`config.mk`:
```
export PLATFORM = sky130hd
export DESIGN_NAME = nfc_cmd
export DESIGN_NICKNAME = d
export VERILOG_FILES = /design/src/sv/nfc_pkg.sv /design/src/sv/nfc_cmd.sv
export SDC_FILE = /design/constraint.sdc
export NUM_CORES = 1
export LEC_CHECK = 0
export BUFFER_PORTS_ARGS = -buffer_cell sky130_fd_sc_hd__buf_2
export CORE_ASPECT_RATIO = 0.5
export CORE_MARGIN = 1
export CORE_UTILIZATION = 45
export CTS_BUF_LIST = sky130_fd_sc_hd__clkbuf_8
export DETAILED_ROUTE_END_ITERATION = 6
export PLACE_DENSITY = 0.75
export SYNTH_ARGS = -nofsm -noshare
export SYNTH_HDL_FRONTEND = slang
export SYNTH_SLANG_ARGS = --single-unit
```
`constraint.sdc`:
```
create_clock -name clk -period 7.1 [get_ports clk]
set_input_delay 1.42 -clock clk [delete_from_list [all_inputs] [get_ports clk]]
set_output_delay 1.42 -clock clk [all_outputs]
set_load 0.005 [all_outputs]
```
`src/sv/nfc_pkg.sv`:
```
// ----------------------------------------------------------------------------
// nfc_pkg
// Types and constants shared by the NOR flash command model.
// ----------------------------------------------------------------------------
package nfc_pkg;

  localparam int ADDR_W = 17;
  localparam int DATA_W = 8;
  localparam int PROG_TICKS_W = 16;
  localparam int TICKS_W = 20;

  localparam logic [1:0] OP_READ  = 2'd0;
  localparam logic [1:0] OP_WRITE = 2'd1;
  localparam logic [1:0] OP_TICK  = 2'd2;

  localparam logic [1:0] REG_PROGRAM_TICKS = 2'd0;
  localparam logic [1:0] REG_ERASE_TICKS   = 2'd1;
  localparam logic [1:0] REG_MAKER_CODE    = 2'd2;
  localparam logic [1:0] REG_PART_CODE     = 2'd3;

  localparam logic [14:0] UNLOCK_ADDR_1 = 15'h5555;
  localparam logic [14:0] UNLOCK_ADDR_2 = 15'h2AAA;

  localparam logic [DATA_W-1:0] CMD_UNLOCK_1  = 8'hAA;
  localparam logic [DATA_W-1:0] CMD_UNLOCK_2  = 8'h55;
  localparam logic [DATA_W-1:0] CMD_ID_ENTRY  = 8'h90;
  localparam logic [DATA_W-1:0] CMD_ID_EXIT   = 8'hF0;
  localparam logic [DATA_W-1:0] CMD_ERASE_SET = 8'h80;
  localparam logic [DATA_W-1:0] CMD_CHIP_ERASE = 8'h10;
  localparam logic [DATA_W-1:0] CMD_PROGRAM   = 8'hA0;
  localparam logic [DATA_W-1:0] ERASED_BYTE   = 8'hFF;

  localparam logic [PROG_TICKS_W-1:0] PROGRAM_TICKS_RST = 16'd20;
  localparam logic [TICKS_W-1:0]      ERASE_TICKS_RST   = 20'd1000;
  localparam logic [DATA_W-1:0]       MAKER_CODE_RST    = 8'hBF;
  localparam logic [DATA_W-1:0]       PART_CODE_RST     = 8'hB5;

  typedef enum logic [6:0] {
    STEP_IDLE     = 7'b0000001,
    STEP_AA       = 7'b0000010,
    STEP_55       = 7'b0000100,
    STEP_PROG     = 7'b0001000,
    STEP_ERASE    = 7'b0010000,
    STEP_ERASE_AA = 7'b0100000,
    STEP_ERASE_55 = 7'b1000000
  } unlock_step_t;

  typedef enum logic [2:0] {
    ST_CLEAR = 3'b001,
    ST_IDLE  = 3'b010,
    ST_EXEC  = 3'b100
  } seq_state_t;

  typedef struct packed {
    logic              cell_we;
    logic [DATA_W-1:0] cell_wdata;
    logic              erase;
  } cell_action_t;

endpackage

```
`src/sv/nfc_cmd.sv`:
```
// ----------------------------------------------------------------------------
// nfc_cmd
// Command decoder: unlock sequence, ID mode, busy timer and config registers.
// ----------------------------------------------------------------------------
module nfc_cmd (
  input  logic                               clk,
  input  logic                               rst,
  input  logic                               cfg_we,
  input  logic [1:0]                         cfg_index,
  input  logic [nfc_pkg::TICKS_W-1:0]        cfg_data,
  input  logic                               exec,
  input  logic [1:0]                         opcode,
  input  logic [nfc_pkg::ADDR_W-1:0]         address,
  input  logic [nfc_pkg::DATA_W-1:0]         write_data,
  input  logic [nfc_pkg::DATA_W-1:0]         cell_q,
  output nfc_pkg::cell_action_t              action,
  output logic [nfc_pkg::DATA_W-1:0]         read_data,
  output logic                               busy_res
);

  logic [nfc_pkg::PROG_TICKS_W-1:0] program_ticks;
  logic [nfc_pkg::TICKS_W-1:0]      erase_ticks;
  logic [nfc_pkg::DATA_W-1:0]       maker_code;
  logic [nfc_pkg::DATA_W-1:0]       part_code;

  nfc_pkg::unlock_step_t      unlock_step, unlock_step_next;
  logic                       id_mode, id_mode_next;
  logic [nfc_pkg::TICKS_W-1:0] busy_left, busy_left_next;
  logic                       poll_bit, poll_bit_next;

  logic busy_now;
  logic at5;
  logic at2;

  assign busy_now = (busy_left != '0);
  assign at5 = (address[14:0] == nfc_pkg::UNLOCK_ADDR_1);
  assign at2 = (address[14:0] == nfc_pkg::UNLOCK_ADDR_2);

  always_ff @(posedge clk) begin
    if (rst) begin
      program_ticks <= nfc_pkg::PROGRAM_TICKS_RST;
      erase_ticks   <= nfc_pkg::ERASE_TICKS_RST;
      maker_code    <= nfc_pkg::MAKER_CODE_RST;
      part_code     <= nfc_pkg::PART_CODE_RST;
    end else if (cfg_we) begin
      unique case (cfg_index)
        nfc_pkg::REG_PROGRAM_TICKS: program_ticks <= cfg_data[nfc_pkg::PROG_TICKS_W-1:0];
        nfc_pkg::REG_ERASE_TICKS:   erase_ticks   <= cfg_data;
        nfc_pkg::REG_MAKER_CODE:    maker_code    <= cfg_data[nfc_pkg::DATA_W-1:0];
        nfc_pkg::REG_PART_CODE:     part_code     <= cfg_data[nfc_pkg::DATA_W-1:0];
        default: ;
      endcase
    end
  end

  always_comb begin
    unlock_step_next  = unlock_step;
    id_mode_next      = id_mode;
    busy_left_next    = busy_left;
    poll_bit_next     = poll_bit;
    action.cell_we    = 1'b0;
    action.cell_wdata = cell_q & write_data;
    action.erase      = 1'b0;
    read_data         = '0;

    unique case (opcode)
      nfc_pkg::OP_READ: begin
        if (busy_now) begin
          read_data = {~poll_bit, 7'b0};
        end else if (id_mode) begin
          read_data = address[0] ? part_code : maker_code;
        end else begin
          read_data = cell_q;
        end
      end
      nfc_pkg::OP_WRITE: begin
        if (!busy_now) begin
          if (unlock_step == nfc_pkg::STEP_PROG) begin
            action.cell_we   = 1'b1;
            poll_bit_next    = write_data[7];
            busy_left_next   = nfc_pkg::TICKS_W'(program_ticks);
            unlock_step_next = nfc_pkg::STEP_IDLE;
          end else if (write_data == nfc_pkg::CMD_ID_EXIT) begin
            id_mode_next     = 1'b0;
            unlock_step_next = nfc_pkg::STEP_IDLE;
          end else begin
            unlock_step_next = nfc_pkg::STEP_IDLE;
            unique case (unlock_step)
              nfc_pkg::STEP_AA: begin
                if (at2 && write_data == nfc_pkg::CMD_UNLOCK_2) begin
                  unlock_step_next = nfc_pkg::STEP_55;
                end
              end
              nfc_pkg::STEP_55: begin
                if (at5 && write_data == nfc_pkg::CMD_ID_ENTRY) begin
                  id_mode_next = 1'b1;
                end else if (at5 && write_data == nfc_pkg::CMD_PROGRAM) begin
                  unlock_step_next = nfc_pkg::STEP_PROG;
                end else if (at5 && write_data == nfc_pkg::CMD_ERASE_SET) begin
                  unlock_step_next = nfc_pkg::STEP_ERASE;
                end
              end
              nfc_pkg::STEP_ERASE: begin
                if (at5 && write_data == nfc_pkg::CMD_UNLOCK_1) begin
                  unlock_step_next = nfc_pkg::STEP_ERASE_AA;
                end
              end
              nfc_pkg::STEP_ERASE_AA: begin
                if (at2 && write_data == nfc_pkg::CMD_UNLOCK_2) begin
                  unlock_step_next = nfc_pkg::STEP_ERASE_55;
                end
              end
              nfc_pkg::STEP_ERASE_55: begin
                if (at5 && write_data == nfc_pkg::CMD_CHIP_ERASE) begin
                  action.erase   = 1'b1;
                  poll_bit_next  = 1'b1;
                  busy_left_next = erase_ticks;
                end
              end
              default: ;
            endcase
            if (unlock_step_next == nfc_pkg::STEP_IDLE && at5 &&
                write_data == nfc_pkg::CMD_UNLOCK_1) begin
              unlock_step_next = nfc_pkg::STEP_AA;
            end
          end
        end
      end
      nfc_pkg::OP_TICK: begin
        if (busy_now) begin
          busy_left_next = busy_left - 1'b1;
        end
      end
      default: ;
    endcase

    busy_res = (busy_left_next != '0);
  end

  always_ff @(posedge clk) begin
    if (rst) begin
      unlock_step <= nfc_pkg::STEP_IDLE;
      id_mode     <= 1'b0;
      busy_left   <= '0;
      poll_bit    <= 1'b0;
    end else if (exec) begin
      unlock_step <= unlock_step_next;
      id_mode     <= id_mode_next;
      busy_left   <= busy_left_next;
      poll_bit    <= poll_bit_next;
    end
  end

endmodule

```
Yosys cells after proc, flatten, opt, wreduce, memory -nomap -nowiden
Cells that the tools add are included.
Widths: inputs -> output; s select.
{"block": "op_classes", "n_addsub": 1, "n_eq_ne": 22, "muxes": 41, "bitwise_logic": 4, "n_reduce_logical": 23}
{"cell": "$mux 20", "count": 6}
{"cell": "$mux 7", "count": 8}
{"cell": "$eq 8x8->1 const B", "count": 5}
{"cell": "$pmux 20 s2", "count": 1}
{"cell": "$reduce_bool 20->1", "count": 2}
{"cell": "$mux 8", "count": 4}
{"cell": "$pmux 7 s4", "count": 1}
{"cell": "$sub 20x1->20 const B", "count": 1}
{"cell": "$mux 1", "count": 16}
{"cell": "$eq 15x14->1 const B", "count": 1}
{"cell": "$eq 15x15->1 const B", "count": 1}
{"cell": "$mux 5", "count": 3}
{"cell": "$reduce_and 6->1", "count": 2}
{"cell": "$and 8x8->8", "count": 1}
{"cell": "$eq 8x5->1 const B", "count": 1}
{"cell": "$eq 8x7->1 const B", "count": 1}
{"cell": "$logic_and 1x1->1", "count": 8}
{"cell": "$reduce_and 2->1", "count": 4}
{"cell": "$reduce_bool 2->1", "count": 4}
{"cell": "$eq 7x1->1 const B", "count": 1}
{"cell": "$eq 7x2->1 const B", "count": 1}
{"cell": "$eq 7x3->1 const B", "count": 1}
{"cell": "$eq 7x4->1 const B", "count": 1}
{"cell": "$eq 7x5->1 const B", "count": 1}
{"cell": "other kinds (10)", "count": 16}
{"block": "totals", "ff_bits": 81, "input_bits": 61, "output_inout_bits": 19, "word_cells": 99}

Logic depth before layout (Yosys ltp)
Gate-level depths: netlist (run 1).
{"block": "logic_depth", "ltp_word": 16, "mapped_depth": 11, "ltp_nobuf": 10}

Least setup slack after synthesis (run 1)
Ideal clock, no wire load.
{"block": "synth_path", "kind": "input to output", "from": "input port address[0] (netlist name)", "to": "output port busy_res", "t_arrival_ns": 3.661, "t_required_ns": 5.680, "path_slack_ns": 2.019, "cell_stages": 9, "n_path_buf": 1, "cell_sequence": "buf_4 -> nor4b_2 -> nand4_1 -> o21ai_1 -> a31oi_1 -> a211o_1 -> a211oi_1 -> nand4_1 -> or4_1"}
{"block": "synth_between", "elab_chain_cells": 9}
{"element": "from (decl)", "line_no": "nfc_cmd.sv:13", "text": "input logic [nfc_pkg::ADDR_W-1:0] address,"}
{"element": "$eq 15x15->1", "line_no": "nfc_cmd.sv:36", "text": "assign at5 = (address[14:0] == nfc_pkg::UNLOCK_ADDR_1);"}
{"element": "$logic_and 1x1->1", "line_no": "nfc_cmd.sv:114", "text": "if (at5 && write_data == nfc_pkg::CMD_CHIP_ERASE) begin"}
{"element": "$mux 20", "line_no": "nfc_cmd.sv:114"}
{"element": "$mux 20", "line_no": "nfc_cmd.sv:88", "text": "unique case (unlock_step)"}
{"element": "$mux 20", "line_no": "nfc_cmd.sv:83", "text": "end else if (write_data == nfc_pkg::CMD_ID_EXIT) begin"}
{"element": "$mux 20", "line_no": "nfc_cmd.sv:78", "text": "if (unlock_step == nfc_pkg::STEP_PROG) begin"}
{"element": "$mux 20", "line_no": "nfc_cmd.sv:77", "text": "if (!busy_now) begin"}
{"element": "$pmux 20 s2", "line_no": "nfc_cmd.sv:66", "text": "unique case (opcode)"}
{"element": "$reduce_bool 20->1", "line_no": "nfc_cmd.sv:137", "text": "busy_res = (busy_left_next != '0);"}
{"element": "to (decl)", "line_no": "nfc_cmd.sv:18", "text": "output logic busy_res"}
Every way passes these cells.

Final worst setup path (run 1)
{"block": "layout_path", "from": "input port opcode[0]", "to": "output port busy_res"}
{"block": "layout_between", "elab_chain_cells": 3, "word_cells_on_any_way": 4, "classes_between": "eq/ne (2); mux (1); reduce/logical (1)"}
{"element": "from (decl)", "line_no": "nfc_cmd.sv:12", "text": "input logic [1:0] opcode,"}
{"element": "$eq 2x2->1 or $eq 2x1->1 (tied branches)", "line_no": "nfc_cmd.sv:66"}
{"element": "$pmux 20 s2 (*)", "line_no": "nfc_cmd.sv:66"}
{"element": "$reduce_bool 20->1 (*)", "line_no": "nfc_cmd.sv:137"}
Mark *: on every way between the ends. The rest lies on a longest branch, timed or not.

==> results.toml, run 1 <==
[final_layout]
nNetsFinal = 767
diodes = 0
finalInstanceArea_um2 = 5445
layout-drive-gt1-share_pct = 16.83
area_growth_pct = 12.63
layout_commonest_cell = "nand2_1"
stdcell_count = 847
final_util_pct = 52.80
layout_common_cells = "nand2_1, dfxtp_1, buf_2, a21oi_1, nor2_1"

[critical_path]
crit_path_max_fanout = 15
r2r_cells = 10
crit_arrival_ns = 4.55
crit_path_start_kind = "input port"
cp-end-kind = "output port"
path_buf_inv = 4
crit_type = "in -> out"
critical_path_depth = 11
crit_family = "simple AND/OR/NAND/NOR gates"
cpPeakStageDelay_ns = 0.65
slowest_stage = "ha_1"
critPathRequiredTime_ns = 5.68
crit_chain = "buf_2 -> inv_1 -> ha_1 -> inv_1 -> nor2_1 -> a31oi_1 -> a211o_1 -> a211oi_1 -> nand4_1 -> or4_1 -> buf_2"

[clocking]
ctsResizeCount = 0
h-tree-depth = 3
clockBufferDepth = 2
clkLatencyLatePin_ns = 0.37
clkTransAtPathRegs_ns = 0.09
numCtsBuffers = 9
clockRootBuffer = "clkbuf_8"
hold_buffers = 0
cts_tree = "built"
clock-sinks = 81
post_cts_buffers = 0

[global_route]
grt_usage_pct = 27.84
gr-total-overflow = 0
grt_pass1_vias = 4571
antenna_found_initial = 0
grt_start_max_net_pins = 61
grt_pass1_wl_um = 24010

[synthesis]
syn_nets = 714
synth-async-reset-ratio_pct = 0
synth_area_leaders = "dfxtp_1, nand2_1, a21oi_1"
synth-main-ff-cell = "dfxtp_1"
seq_area_frac_synth_pct = 33.54
synthCells = 649
syn_area_per_cell_um2 = 7.449
synth-edff-count = 0
synth_top_cell_area_share_pct = 33.54
ys_ff_latch = 81
yosys_warnings = 0
syn_area_um2 = 4835
synth_top_area_cell = "dfxtp_1"
yosysUniqueCellTypes = 76

[sta]
timing.slew.headroom_pct = 27.89
whs_ns = 0.4546
hold_viol = 0
setup-tns-final_ns = 0
worst_slew_pin_slew_ns = 1.077
rsz0062_at_grt = "false"
setup_viol = 0
period_needed_ns = 5.967
final.setup_skew_ns = 0.009958
finalCritPeriodShare_pct = 84.04
fmax_mhz = 167.6
finalMaxSlewViolations = 0

[drt]
drcViolationCount = 0
via_per_inst = 6.041
wl_um = 15180
wl_per_cell_um = 17.92
via_count = 5117
ant_nets = 0
drt_first_pass_iters = 5
drtIter0Drc = 491

[placement]
port_buffers = 77
hpwl_um = 11090
place.gp.congestion = 1.005
dp.cells = 831
dpl_cell_area_um2 = 5259

[die]
start_util_pct = 46.88
die-area_um2 = 11190
rows = 26
core-area_um2 = 10310
die_w_um = 148.6
io_pins = 80
chipHeight_um = 75.30

[worst_hold_path]
hold_depth = 2
min_path_type = "reg -> reg"

[status]
status = "completed"

[job]
drv_cap = 0

[power]
p_per_area_nw_per_um2 = 189.6
p_leak_uw = 0.002137
irDropWorstVdd_mv = 0.08623
==> flip-flops by register name, summed over array words and instances (netlist names) <==
register / cells
id_mode: 1
poll_bit: 1
erase_ticks: 20
maker_code: 8
part_code: 8
program_ticks: 16
busy_left: 20
unlock_step: 7
==> final cells by class <==
cell class	instances	area (µm²)
well taps	140	175.2
flip-flops and latches	81	1622
fillers	1015	4867
clock buffers	10	137.6
repair buffers	79	400.4
inverters	14	52.55
multi-input cells	517	3009
clock inverters	6	48.80
==> layer usage <==
metal / wire length, µm / track usage, % / vias up
li1: - / - / 2463
met1: 7076 / 38.46 / 2388
met2: 6516 / 43.15 / 235
met3: 1333 / 6.347 / 31
met4: 251 / 9.737 / 0
met5: 0 / 0 / -
==> worst paths after layout <==
| check | startpoint | to | slack, ns |
|---|---|---|---|
| worst max-delay path | opcode[0] | busy_res | 1.13 |
| worst min-delay path | program_ticks[12]$_SDFFE_PP0P_ | program_ticks[12]$_SDFFE_PP0P_ | 0.45 |
| worst max register to register | busy_left[0]$_SDFFE_PP0P_ | unlock_step[2]$_SDFFE_PP0P_ | 3.69 |
| worst min register to register | program_ticks[12]$_SDFFE_PP0P_ | program_ticks[12]$_SDFFE_PP0P_ | 0.45 |
==> worst register-to-register path, stage by stage, from the launching register on <==
cell and delay (ns):
dfxtp_1 0.39, inv_1 0.15, ha_1 0.22, or4b_4 0.52
nor3_2 0.43, nand4_1 0.42, nor2b_1 0.36, and2b_1 0.28
nand2b_1 0.08, or3_1 0.34, a21oi_1 0.14
==> cell usage after synthesis, types with 6 or more instances <==
master,n
nand2_1,139
dfxtp_1,81
a21oi_1,58
nor2_1,53
nand3_1,42
clkbuf_1,30
a211oi_1,24
nor3_1,21
o21ai_0,15
inv_1,14
mux2i_1,14
nand4_1,13
and2_1,11
a22o_1,7
or3_1,6
==> through the flow <==
step                setup WS [ns]  total power, µW
floorplan                   2.019            635.4
global placement            1.170            705.7
detailed placement          1.246            706.3
CTS                         1.234             1032
global route               0.9576             1075
finish                      1.133             1033
==> report_power, final <==
group	internal (µW)	total (µW)	switching [µW]
registers	471	490	18.1
clock network	141	330	189
logic	75.9	213	137
==> cell families (layout without fill, tap and decap cells) <==
kind of cell    count (synthesis)  count (layout)  synth area share [%]
simple gates                  344             344                 37.03
compound gates                154             154                 20.94
flops                          81              81                 33.54
buf+inv                        51             109                 4.322
mux                            15              15                 3.131
fa+ha+maj                       4               4                 1.035
(Power assumes the default switching activity.)
==> run 2, diff against run 1 <==
==> constraint.sdc (replaced) <==
create_clock -name clk -period 5.8 [get_ports clk]
set_input_delay 1.16 -clock clk [delete_from_list [all_inputs] [get_ports clk]]
set_output_delay 1.16 -clock clk [all_outputs]
set_load 0.005 [all_outputs]
==> run 2 against run 1 <==
Register-to-register slack worse by 1.3 ns. Combinational power up 27%. Sequential share of layout area shrank 0.24 points. Die area did not move. Sequential cell count unchanged. Global-route usage rose by 0.72 points. Clock skew grew 0.0052 ns. Clock power increased by 14%. Largest cell class unchanged.
==> results.toml, run 2 (synthesis results as in run 1) <==
[final_layout]
nNetsFinal = 775
finalInstanceArea_um2 = 5489
layout-drive-gt1-share_pct = 17.62
diodes = 0
area_growth_pct = 13.54
layout_commonest_cell = "nand2_1"
fillers = 997
layout_common_cells = "nand2_1, dfxtp_1, buf_2, a21oi_1, nor2_1"
reg_top3 = "busy_left: 20 flops, erase_ticks: 20 flops, program_ticks: 16 flops"

[critical_path]
crit_path_start_kind = "input port"
crit_arrival_ns = 3.99
crit_path_max_fanout = 11
crit_type = "in -> out"
cp-end-kind = "output port"
critPathRequiredTime_ns = 4.64

[die]
io_pins = 80
die_w_um = 148.6
core-area_um2 = 10310
rows = 26
start_util_pct = 46.88
chipHeight_um = 75.30
die-area_um2 = 11190

[status]
status = "completed"

[global_route]
antenna_found_initial = 0
grt_pass1_vias = 4580
grt_pass1_wl_um = 24320
grt_start_max_net_pins = 61
grt_usage_pct = 28.56
gr-total-overflow = 0

[drt]
wl_per_cell_um = 18.10
via_count = 5267
wl_um = 15480
drtIter0Drc = 564
via_per_inst = 6.160
ant_nets = 0
drt_first_pass_iters = 5
drcViolationCount = 0

[job]
drv_cap = 0

[clocking]
numCtsBuffers = 9
clkTransAtPathRegs_ns = 0.09
clkLatencyLatePin_ns = 0.37
post_cts_buffers = 0
ctsResizeCount = 0
cts_tree = "built"
hold_buffers = 0
clockRootBuffer = "clkbuf_8"
clockBufferDepth = 2
clock-sinks = 81
h-tree-depth = 3

[sta]
setup_viol = 0
period_needed_ns = 5.150
worst_slew_pin_slew_ns = 1.138
timing.slew.headroom_pct = 23.83
setup-tns-final_ns = 0
fmax_mhz = 194.2
rsz0062_at_grt = "false"
hold_viol = 0
final.setup_skew_ns = 0.01520
finalMaxSlewViolations = 0
finalCritPeriodShare_pct = 88.79

[power]
p_per_area_nw_per_um2 = 227.1
p_leak_uw = 0.002165
irDropWorstVdd_mv = 0.1031

[worst_hold_path]
min_path_type = "reg -> reg"

[placement]
port_buffers = 77
place.gp.congestion = 0.9821
hpwl_um = 11350
dpl_cell_area_um2 = 5319
## run 2: cell count changes in the layout (fill, tap and decap cells not counted), sizes merged
cell	before	now
clkinvlp	0	2
inv	17	16
clkbuf	10	9
buf	79	87
## run 2: layout make-up
| cell class | instances | area, µm² | share of cell area, % |
|---|---|---|---|
| tap | 140 | 175.2 | 3.191 |
| inverter | 14 | 52.55 | 0.9574 |
| clock buffer | 9 | 123.9 | 2.257 |
| sequential | 81 | 1622 | 29.54 |
| timing repair buffer | 87 | 460.4 | 8.388 |
| multi-input combinational | 517 | 3009 | 54.82 |
| clock inverter | 7 | 46.29 | 0.8434 |
## run 2: path summary, 6_finish.rpt
check | start | end | slack, ns | cells past startpoint
worst max-delay path | opcode[0] | busy_res | 0.65 | 10
worst min-delay path | program_ticks[11]$_SDFFE_PP0P_ | program_ticks[11]$_SDFFE_PP0P_ | 0.46 | 2
worst max register to register | busy_left[0]$_SDFFE_PP0P_ | unlock_step[2]$_SDFFE_PP0P_ | 2.38 | 10
worst min register to register | program_ticks[11]$_SDFFE_PP0P_ | program_ticks[11]$_SDFFE_PP0P_ | 0.46 | 2
## run 2: through the flow
step / hold slack [ns] / power, µW / utilization [%] / std cells / setup slack, ns
finish: 0.4623 / 1247 / 53.23 / 855 / 0.6503
global route: 0.4851 / 1302 / 53.23 / 855 / 0.4129
CTS: 0.4610 / 1243 / 53.23 / 855 / 0.7127
detailed placement: 0.4487 / 872.6 / 51.58 / 839 / 0.7142
global placement: 0.4420 / 871.7 / 51.58 / 839 / 0.6941
floorplan: 0.4314 / 777.8 / - / 649 / 1.239
## run 2: metal layers
metal  GRT usage [%]  vias to the layer above  share of wire [%]
met4           8.820                        0                2.0
met1           39.46                     2457                 46
met2           44.08                      288                 42
li1                -                     2487                  -
met3           7.305                       35                 10
met5               0                        -                  0
## run 2: critical path, stage by stage
cell and delay [ns]:
buf_2 0.09, inv_1 0.05, ha_1 0.54, nand2b_1 0.42
and2_1 0.31, a311o_1 0.32, nor3_1 0.24, nand4_1 0.14
or4_1 0.55, buf_2 0.15
## run 2: power by group
| group | internal, µW | total [µW] | leakage [µW] | switching (µW) |
|---|---|---|---|---|
| clock | 154 | 377 | 0.0000868 | 223 |
| sequential | 577 | 600 | 0.000661 | 22.5 |
| combinational | 98.1 | 270 | 0.00142 | 172 |
